--- src/rtl/cst_pkg.sv ---
// Shared constants and types for the compacting slot table.
`timescale 1ns / 1ps
`default_nettype none

package cst_pkg;

    // Default geometry
    localparam int SLOT_COUNT_DEF  = 16;
    localparam int ENTRY_WIDTH_DEF = 32;

    // Field widths fixed by the interface
    localparam int VALUE_PORT_WIDTH = 32;
    localparam int COUNT_PORT_WIDTH = 5;

    // Request codes
    localparam logic REQ_ADD    = 1'b0;
    localparam logic REQ_REMOVE = 1'b1;

    // Status codes
    localparam logic STATUS_OK   = 1'b0;
    localparam logic STATUS_FULL = 1'b1;

    // Signals rippled from one cell to the next one up the chain
    typedef struct packed {
        logic hit;       // a slot at or below this point matched the remove value
        logic occupied;  // the slot just below holds an entry
    } chain_t;

endpackage

`default_nettype wire

--- src/rtl/cst_cell.sv ---
// One slot of the table: holds an entry, matches, appends and shifts down.
`timescale 1ns / 1ps
`default_nettype none

module cst_cell #(
    parameter int ENTRY_WIDTH = cst_pkg::ENTRY_WIDTH_DEF
) (
    input  wire                     clk,
    input  wire                     rst_n,
    input  wire                     op_valid,
    input  wire                     op_remove,
    input  wire [ENTRY_WIDTH-1:0]   value,
    input  cst_pkg::chain_t         chain_in,
    output cst_pkg::chain_t         chain_out,
    input  wire [ENTRY_WIDTH-1:0]   upper_value,
    output logic [ENTRY_WIDTH-1:0]  slot_value
);

    logic [ENTRY_WIDTH-1:0] slot_reg;
    logic [ENTRY_WIDTH-1:0] slot_next;
    logic                   match;

    // Compare against the request and pass the chain upward
    assign match              = (slot_reg == value);
    assign chain_out.hit      = chain_in.hit | match;
    assign chain_out.occupied = (slot_reg != '0);
    assign slot_value         = slot_reg;

    // Append into the first empty slot, or take the upper neighbor past a removal
    always_comb
    begin
        slot_next = slot_reg;
        if (op_valid && !op_remove && (slot_reg == '0) && chain_in.occupied)
        begin
            slot_next = value;
        end
        else if (op_valid && op_remove && chain_out.hit)
        begin
            slot_next = upper_value;
        end
    end

    // Hold the slot; empty at reset
    always_ff @(posedge clk or negedge rst_n)
    begin
        if (!rst_n)
        begin
            slot_reg <= '0;
        end
        else
        begin
            slot_reg <= slot_next;
        end
    end

endmodule

`default_nettype wire

--- src/rtl/compacting_slot_table_top.sv ---
// Top level of the compacting slot table: request port, cell chain, result register.
//
// Usage:
//   Issue a request by raising start with req_type (add or remove) and
//   entry_value; it is taken at a rising edge where busy is low. busy is
//   always low, so one request can be taken every cycle.
//   The result (status, occupied_count) appears in the cycle after the request
//   is taken, marked by done for exactly one cycle. The receiver cannot
//   stall; results must be captured when done is high.
//   Throughput is one request per cycle: every slot cell compares and updates
//   in the same cycle, and the match and occupancy flags ripple through the
//   chain of SLOT_COUNT cells within that cycle.
//   An add stores the value in the first empty slot, or reports full. A
//   remove clears the first equal slot and shifts the later entries down one
//   place, keeping the table packed from slot 0.
//   Reset (rst_n low, asynchronous) empties every slot and clears done.
`timescale 1ns / 1ps
`default_nettype none

module compacting_slot_table_top #(
    parameter int SLOT_COUNT  = cst_pkg::SLOT_COUNT_DEF,
    parameter int ENTRY_WIDTH = cst_pkg::ENTRY_WIDTH_DEF
) (
    input  wire                                  clk,
    input  wire                                  rst_n,
    input  wire                                  start,
    output logic                                 busy,
    input  wire                                  req_type,
    input  wire [cst_pkg::VALUE_PORT_WIDTH-1:0]  entry_value,
    output logic                                 done,
    output logic                                 status,
    output logic [cst_pkg::COUNT_PORT_WIDTH-1:0] occupied_count
);

    localparam int CW = $clog2(SLOT_COUNT + 1);

    logic                   accept;
    logic                   op_remove;
    logic [ENTRY_WIDTH-1:0] value;
    logic                   full;
    logic                   value_nz;
    logic                   found;

    cst_pkg::chain_t        chain [SLOT_COUNT+1];
    logic [ENTRY_WIDTH-1:0] slot_q [SLOT_COUNT+1];

    logic [CW-1:0] count_reg;
    logic [CW-1:0] count_next;
    logic          done_reg;
    logic          status_reg;
    logic          status_next;

    // Take a transaction every cycle
    assign busy      = 1'b0;
    assign accept    = start && !busy;
    assign op_remove = (req_type == cst_pkg::REQ_REMOVE);
    assign value     = ENTRY_WIDTH'(entry_value);
    assign value_nz  = (value != '0);
    assign full      = (count_reg == CW'(SLOT_COUNT));

    // Seed the chain: slot 0 always may take an append; nothing matched below it
    assign chain[0].hit      = 1'b0;
    assign chain[0].occupied = 1'b1;
    assign slot_q[SLOT_COUNT] = '0;

    // Build the row of slot cells
    for (genvar k = 0; k < SLOT_COUNT; k++)
    begin : g_cell
        cst_cell #(
            .ENTRY_WIDTH (ENTRY_WIDTH)
        ) u_cell (
            .clk         (clk),
            .rst_n       (rst_n),
            .op_valid    (accept),
            .op_remove   (op_remove),
            .value       (value),
            .chain_in    (chain[k]),
            .chain_out   (chain[k+1]),
            .upper_value (slot_q[k+1]),
            .slot_value  (slot_q[k])
        );
    end

    assign found = chain[SLOT_COUNT].hit;

    // Track the fill level alongside the packed table
    always_comb
    begin
        count_next  = count_reg;
        status_next = cst_pkg::STATUS_OK;
        if (accept)
        begin
            if (!op_remove)
            begin
                if (full)
                begin
                    status_next = cst_pkg::STATUS_FULL;
                end
                else if (value_nz)
                begin
                    count_next = count_reg + CW'(1);
                end
            end
            else if (found && value_nz)
            begin
                count_next = count_reg - CW'(1);
            end
        end
    end

    // Register the result and strobe done
    always_ff @(posedge clk or negedge rst_n)
    begin
        if (!rst_n)
        begin
            count_reg  <= '0;
            done_reg   <= 1'b0;
            status_reg <= cst_pkg::STATUS_OK;
        end
        else
        begin
            count_reg  <= count_next;
            done_reg   <= accept;
            status_reg <= status_next;
        end
    end

    assign done           = done_reg;
    assign status         = status_reg;
    assign occupied_count = cst_pkg::COUNT_PORT_WIDTH'(count_reg);

    // Each taken request yields a result on the next cycle
    assert property (@(posedge clk) disable iff (!rst_n)
        accept |=> done)
        else $error("result strobe missing after request");

    // Full is reported only when every slot is occupied
    assert property (@(posedge clk) disable iff (!rst_n)
        (done && status == cst_pkg::STATUS_FULL) |-> (count_reg == CW'(SLOT_COUNT)))
        else $error("full reported on a table with free slots");

    // The fill level never exceeds the slot count
    assert property (@(posedge clk) disable iff (!rst_n)
        count_reg <= CW'(SLOT_COUNT))
        else $error("fill level out of range");

    // The first slot past the fill level is always empty
    assert property (@(posedge clk) disable iff (!rst_n)
        (count_reg != CW'(SLOT_COUNT)) |-> !chain[count_reg + CW'(1)].occupied)
        else $error("table not packed at fill level");

endmodule

`default_nettype wire
--- config.mk ---
export PLATFORM = sky130hd
export DESIGN_NAME = compacting_slot_table_top
export DESIGN_NICKNAME = d
export VERILOG_FILES = /design/src/rtl/cst_pkg.sv /design/src/rtl/cst_cell.sv /design/src/rtl/compacting_slot_table_top.sv
export SDC_FILE = /design/constraint.sdc
export NUM_CORES = 1
export LEC_CHECK = 0
export ABC_AREA = 1
export CAP_MARGIN = 40
export CELL_PAD_IN_SITES_DETAIL_PLACEMENT = 0
export CELL_PAD_IN_SITES_GLOBAL_PLACEMENT = 1
export CORE_UTILIZATION = 48
export CTS_CLUSTER_DIAMETER = 120
export DETAILED_ROUTE_END_ITERATION = 7
export DONT_BUFFER_PORTS = 1
export GPL_TIMING_DRIVEN = 0
export PLACE_DENSITY_LB_ADDON = 0.08
export SYNTH_ARGS = -nofsm -noshare
export SYNTH_HDL_FRONTEND = slang
export SYNTH_SLANG_ARGS = --single-unit
export TNS_END_PERCENT = 10
--- constraint.sdc ---
create_clock -name clk -period 3.2 [get_ports clk]
set_clock_uncertainty 0.15 [all_clocks]
set_input_delay 0.32 -clock clk [delete_from_list [all_inputs] [get_ports clk]]
set_output_delay 0.32 -clock clk [all_outputs]
set_load 0.02 [all_outputs]
==> flow_metrics.py, run 1 <==
metrics = {
    "status": {
        "outcome": "complete, but fails checks",
        "violations": "negative hold slack, max-slew violations, negative setup slack",
    },
    "logic_synthesis": {
        "syn_area_um2": 32830,
        "syn-num-nets": 4684,
        "ys.flop_type": "dfrtp_1",
        "synth_most_common_cell": "nand2_1",
        "synth_common_cells": "nand2_1 (1415), dfrtp_1 (519), o21ai_0 (472)",
        "async_reset_ff_share_pct": 100.0,
        "avgSynthCellArea_um2": 7.069,
        "ys_top_cells_by_area": "dfrtp_1 (40%), nand2_1 (16%), o21ai_0 (7.2%), nor2_1 (3.9%), inv_1 (3.9%)",
        "yosysSeqAreaShare_pct": 39.56,
        "yosysUniqueCellTypes": 48,
        "synth_top_area_share_pct": 39.56,
        "yosys_warnings": 0,
        "ys_ff_latch": 519,
        "synth_area_leader_cell": "dfrtp_1",
        "synth_cells": 4644,
        "synth-edff-count": 0,
    },
    "final_layout": {
        "final_nets": 4775,
        "post-route-util_pct": 54.04,
        "largest_register_ffs": 512,
        "syn_to_final_growth_pct": 10.94,
        "drive_above_1_share_pct": 8.410,
        "design_area_um2": 36420,
        "fin_cells": 5653,
        "antenna_cells": 0,
    },
    "die": {
        "io_pins": 44,
        "start_util_pct": 48.71,
        "die_h_um": 263.5,
        "dieWidth_um": 263.5,
        "die_area_um2": 69450,
        "fp.coreArea_um2": 67400,
        "fp-row-count": 95,
    },
    "setup_path": {
        "crit_buf_inv": 3,
        "criticalPathCategory": "reg2reg",
        "path_cells": "nor4_2 -> nand4_1 -> nor2_2 -> inv_1 -> nor3_2 -> inv_2 -> buf_1 -> a211oi_1 -> a21oi_1",
        "worst-r2r-setup-slack_ns": -0.01,
        "reg2reg_from": "g_cell[6].u_cell.slot_value[0]$_DFFE_PN0P_",
        "cpMaxStageDelayCell": "dfrtp_1",
        "r2r-end": "g_cell[6].u_cell.slot_value[1]$_DFFE_PN0P_",
        "crit_fanout": 10,
        "path_delay_family": "simple AND/OR/NAND/NOR gates",
        "critPathLaunchType": "register",
        "max_stage_delay_ns": 0.44,
        "reg2regPathDepth": 9,
        "cp-end-kind": "register",
        "cp.arrival_ns": 3.56,
        "required_ns": 3.55,
    },
    "timing": {
        "fin_setup_tns_ns": -0.01151,
        "fin_ws_ns": -0.01151,
        "slew_headroom_pct": -70.36,
        "fin_crit_ns": 3.212,
        "rsz0062_at_grt": "true",
        "finalHoldViolations": 519,
        "whs_ns": -0.7632,
        "finalMaxSlewViolations": 277,
        "period_share_pct": 100.4,
        "worst_slew_pin_slew_ns": 2.555,
        "fmax_mhz": 311.4,
        "setup_viol_count_final": 1,
    },
    "pwr": {
        "powerDensity_nw_per_um2": 530.4,
        "ir_worst_vdd_mv": 0.4575,
        "p_leak_nw": 16.60,
    },
    "placed_design": {
        "placed_cell_area_um2": 34040,
        "portBuffers": 0,
        "place_inst": 5528,
        "dp_hpwl_mm": 101.0,
        "gp_congestion": 1.021,
    },
    "cts": {
        "cts_hold_buffers": 4,
        "clock-sinks": 519,
        "cts.reportedPaths.clkPinSlew_ns": 0.06,
        "clockBufferDepth": 3,
        "htree_levels": 2,
        "cts_tree": "done",
        "cts-buffers-inserted": 61,
        "clockRootBuffer": "clkbuf_16",
        "clkLatencyLatePin_ns": 0.65,
    },
    "job": {
        "drv_cap": 0,
    },
    "grt": {
        "antenna_found_initial": 0,
        "grt_overflow": 0,
        "grt_max_degree": 520,
        "grtUsageTotal_pct": 36.18,
        "grt_pass1_vias": 30950,
        "grt_pass1_wl_mm": 186.7,
    },
    "route": {
        "vias_per_cell": 5.669,
        "drc": 0,
        "drt_wl_total_mm": 126.7,
        "drtIter0Drc": 2700,
        "via_count": 32050,
        "drtAntennaViolNets": 0,
        "wl_per_cell_um": 22.41,
        "dr.pass1.iters": 6,
    },
    "hold_path": {
        "min_path_type": "in2async",
    },
}
placed cells by master, fill, tap and decap left out, types with 17 or more instances in the layout:
master	instances
nand2_1	1413
dfrtp_1	519
o21ai_0	466
nor2_1	340
inv_1	333
a21oi_1	223
clkbuf_1	192
nand4_1	171
nor4_1	139
xnor2_1	132
o211ai_1	111
nand3_1	96
clkbuf_16	61
xor2_1	59
buf_4	53
buf_2	52
o21ai_1	51
clkbuf_2	47
or2_2	45
a211oi_1	45
nor3_1	28
buf_6	22
inv_2	19
a31oi_1	17
stage by stage:
step | power [mW] | setup WS [ns]
5_1_grt | 20.15 | -0.1224
4_1_cts | 19.21 | -0.05165
3_3_place_gp | 12.33 | -0.6024
3_5_place_dp | 12.41 | -0.6111
2_1_floorplan | 11.04 | 0.6742
6_report | 19.32 | -0.01151
power breakdown:
group / internal [mW] / switching, mW / total, mW
logic: 1.57 / 2.37 / 3.94
clock network: 3.91 / 2.92 / 6.83
registers: 7.40 / 1.14 / 8.55
how the worst max path moves through the flow:
stage	start	endpoint	slack, ns	depth (start not counted)
after floorplan	entry_value[23]	g_cell[12].u_cell.slot_value[24]$_DFFE_PN0P_	0.67	21
after global placement	g_cell[0].u_cell.slot_value[4]$_DFFE_PN0P_	g_cell[0].u_cell.slot_value[25]$_DFFE_PN0P_	-0.60	8
after CTS	g_cell[9].u_cell.slot_value[4]$_DFFE_PN0P_	g_cell[9].u_cell.slot_value[31]$_DFFE_PN0P_	-0.05	8
after detailed placement	entry_value[28]	g_cell[12].u_cell.slot_value[13]$_DFFE_PN0P_	-0.61	14
after global routing	g_cell[2].u_cell.slot_value[5]$_DFFE_PN0P_	g_cell[3].u_cell.slot_value[13]$_DFFE_PN0P_	-0.12	10
final	g_cell[6].u_cell.slot_value[0]$_DFFE_PN0P_	g_cell[6].u_cell.slot_value[1]$_DFFE_PN0P_	-0.01	9
routing by layer:
metal,GRT usage (%),share of wire [%],vias to the layer above
met2,63.39,49,951
met3,3.489,4.8,346
met5,0,0,-
met4,23.60,7.3,0
li1,-,-,15590
met1,42.21,39,15160
final cells by class:
| cell class | count | area [µm²] |
|---|---|---|
| fill | 6877 | 30970 |
| multi-input combinational | 3433 | 17160 |
| sequential | 519 | 12990 |
| clock buffer | 98 | 1815 |
| buffer | 333 | 1664 |
| inverter | 358 | 1351 |
| tap | 873 | 1092 |
| timing repair buffer | 29 | 272.8 |
| clock inverter | 10 | 75.07 |
cells by family (layout without fill, tap and decap cells):
kind of cell / count (synthesis) / in the layout / synth area share (%)
buffers and inverters: 692 / 828 / 8.899
AO/OA/AOI/OAI: 937 / 937 / 15.79
AND/OR/NAND/NOR: 2298 / 2298 / 30.42
adder cells (fa/ha/maj): 4 / 4 / 0.1753
flip-flops: 519 / 519 / 39.56
XOR/XNOR: 193 / 193 / 5.149
other: 1 / 1 / 0.01142
what timing repair did:
| item | 4_1_cts | 5_1_grt |
|---|---|---|
| setup endpoints to repair | 345 | 447 |
| setup buffers | 2 | 12 |
| endpoints found under the hold margin | 526 | 519 |
| resized for setup | 49 | 93 |
| pin swaps | 2 | 12 |
| gates cloned | 0 | 0 |
worst reg2reg max path, cell delays in order (launching register included):
cell	delay [ns]
dfrtp_1	0.44
nor4_2	0.44
nand4_1	0.34
nor2_2	0.29
inv_1	0.08
nor3_2	0.30
inv_2	0.19
buf_1	0.35
a211oi_1	0.41
a21oi_1	0.08
(Power assumes the default switching activity.)
==> run 2: changes to the inputs <==
--- a/config.mk
+++ b/config.mk
@@ -9,6 +9,7 @@
 export CAP_MARGIN = 40
 export CELL_PAD_IN_SITES_DETAIL_PLACEMENT = 0
 export CELL_PAD_IN_SITES_GLOBAL_PLACEMENT = 1
+export CORE_MARGIN = 2
 export CORE_UTILIZATION = 48
 export CTS_CLUSTER_DIAMETER = 120
 export DETAILED_ROUTE_END_ITERATION = 7
@@ -18,4 +19,3 @@
 export SYNTH_ARGS = -nofsm -noshare
 export SYNTH_HDL_FRONTEND = slang
 export SYNTH_SLANG_ARGS = --single-unit
-export TNS_END_PERCENT = 10
==> run 2 against run 1 <==
  * Non-clock buffer count grew 6
  * Critical path depth grew 7
  * Combinational power is essentially flat
  * Count of clock-buffer cells in the layout grew 4
  * Core utilization grew 0.56 points
  * Die area grew 1.5%
  * First-iteration DRC count grew 4.0%
  * Register-to-register slack lost 0.06 ns
  * The run still ends with negative hold slack, max-slew violations, negative setup slack left
  * Hold slack gained 0.034 ns
==> flow_metrics.py, run 2 (synthesis results as in run 1) <==
metrics = {
    "placed_design": {
        "gp_congestion": 0.9587,
        "portBuffers": 0,
        "dp_hpwl_mm": 102.0,
        "place_inst": 5527,
    },
    "final_layout": {
        "final_cell_mix": "nand2_1 (1412), dfrtp_1 (519), o21ai_0 (461)",
        "final_nets": 4786,
        "syn_to_final_growth_pct": 12.10,
        "fin_cells": 5666,
        "nFillCells": 6871,
        "final_common_cell": "nand2_1",
        "largest_register_ffs": 512,
        "drive_above_1_share_pct": 9.140,
        "post-route-util_pct": 54.61,
    },
    "die": {
        "die_area_um2": 70500,
        "die_h_um": 265.5,
        "io_pins": 44,
        "start_util_pct": 48.71,
        "fp.coreArea_um2": 67400,
        "dieWidth_um": 265.5,
        "fp-row-count": 95,
    },
    "grt": {
        "grt_pass1_wl_mm": 189.5,
        "grt_overflow": 0,
        "grt_max_degree": 520,
        "grt_pass1_vias": 31430,
        "antenna_found_initial": 1,
        "grtUsageTotal_pct": 36.26,
    },
    "status": {
        "violations": "negative hold slack, max-slew violations, negative setup slack",
        "outcome": "complete, but fails checks",
    },
    "setup_path": {
        "cp.arrival_ns": 3.59,
        "cp-end-kind": "register",
        "crit_fanout": 10,
        "critPathLaunch": "g_cell[2].u_cell.slot_value[11]$_DFFE_PN0P_",
        "reg2reg_from": "g_cell[2].u_cell.slot_value[11]$_DFFE_PN0P_",
        "criticalPathCategory": "reg2reg",
        "required_ns": 3.52,
        "critPathLaunchType": "register",
    },
    "timing": {
        "fin_crit_ns": 3.271,
        "period_share_pct": 102.2,
        "finalMaxSlewViolations": 307,
        "finalHoldViolations": 519,
        "worst_slew_pin_slew_ns": 2.152,
        "whs_ns": -0.7295,
        "fmax_mhz": 305.7,
        "fin_ws_ns": -0.07126,
        "rsz0062_at_grt": "true",
        "slew_headroom_pct": -43.44,
        "setup_viol_count_final": 13,
    },
    "cts": {
        "cts.reportedPaths.clkPinSlew_ns": 0.06,
        "clockRootBuffer": "clkbuf_16",
        "cts_tree": "done",
        "clock-sinks": 519,
        "clkLatencyLatePin_ns": 0.62,
        "cts_hold_buffers": 4,
        "cts-buffers-inserted": 66,
        "htree_levels": 3,
        "clockBufferDepth": 3,
    },
    "route": {
        "drc": 0,
        "drtAntennaViolNets": 0,
        "via_count": 32230,
        "dr.pass1.iters": 6,
        "drt_wl_total_mm": 128.3,
        "drtIter0Drc": 2807,
        "vias_per_cell": 5.688,
        "wl_per_cell_um": 22.64,
    },
    "hold_path": {
        "min_path_type": "in2async",
    },
    "job": {
        "drv_cap": 0,
    },
    "pwr": {
        "power.total_mw": 19.97,
        "powerDensity_nw_per_um2": 542.5,
        "ir_worst_vdd_mv": 0.4232,
        "p_leak_nw": 16.78,
    },
}
-- run 2: cell types whose count changed in the layout (fill, tap and decap cells not counted), sizes merged --
cell           before  now
clkbuf            316  327
diode               0    1
clkdlybuf4s15       0    2
clkinvlp            0    1
buf               140  137
inv               353  355
bufinv              1    2
clkinv             14   12
-- run 2: final cells by class --
cell class	count	area (µm²)	share of cell area, %
multi-input cells	3433	17210	46.77
plain buffers	332	1667	4.529
flip-flops and latches	519	12990	35.29
clock inverters	12	117.6	0.3196
inverters	358	1355	3.682
diodes	1	2.502	0.006800
repair buffers	36	379.1	1.030
clock buffers	102	1991	5.409
well taps	873	1092	2.968
-- run 2: path summary, 6_finish.rpt --
path,endpoint,slack [ns],cells past startpoint
min in group clk,occupied_count[3]$_DFFE_PN0P_,0.05,6
worst min register to register,g_cell[4].u_cell.slot_value[13]$_DFFE_PN0P_,0.39,2
worst max register to register,g_cell[12].u_cell.slot_value[29]$_DFFE_PN0P_,-0.07,16
max in group asynchronous,g_cell[1].u_cell.slot_value[24]$_DFFE_PN0P_,1.93,0
worst max-delay path,g_cell[12].u_cell.slot_value[29]$_DFFE_PN0P_,-0.07,16
worst min-delay path,g_cell[15].u_cell.slot_value[7]$_DFFE_PN0P_,-0.73,0
-- run 2: worst max-delay path, stage by stage, from the launching register on --
cell and delay [ns]:
dfrtp_1 0.42, xnor2_1 0.56, nand2_1 0.10, nor2_1 0.14
nand2_1 0.12, nor2_1 0.11, nand2_1 0.12, nand4_4 0.16
nor2_4 0.07, nand4_4 0.10, nor2_4 0.07, nand4_4 0.14
buf_12 0.13, nand2_8 0.07, nand2_8 0.11, clkbuf_1 0.41
o21ai_0 0.14
-- run 2: per-stage QoR --
step / cell area, µm² / TNS (ns) / worst slack, ns / hold WS [ns]
floorplan: 32830 / 0 / 0.6742 / -0.1256
global placement: 33920 / -181.77 / -0.6409 / -0.1039
detailed placement: 34030 / -176.54 / -0.6277 / -0.1106
CTS: 36340 / 0 / 0.002579 / -0.7501
global route: 36800 / -1.080 / -0.05292 / -0.7376
finish: 36800 / -0.4127 / -0.07126 / -0.7295
-- run 2: layer usage --
| metal | track usage [%] | vias up | share of wire, % |
|---|---|---|---|
| met5 | 0 | - | 0 |
| met4 | 24.39 | 0 | 7.4 |
| met3 | 3.666 | 332 | 5.3 |
| li1 | - | 15620 | - |
| met2 | 63.54 | 982 | 49 |
| met1 | 42.05 | 15300 | 38 |
-- run 2: power by group --
group          internal, mW  total [mW]  switching, mW
Clock                  4.43        7.47           3.05
Sequential             7.40        8.56           1.15
Combinational          1.57        3.94           2.37
Total                  13.4        20.0           6.57
-- run 2: timing repair --
action                                  CTS  global route
pin swaps                                 3            16
gates resized for setup                  45           128
gates cloned                              0             2
endpoints found under the setup margin  318           394
endpoints found under the hold margin   526           519
setup buffers                             5            14
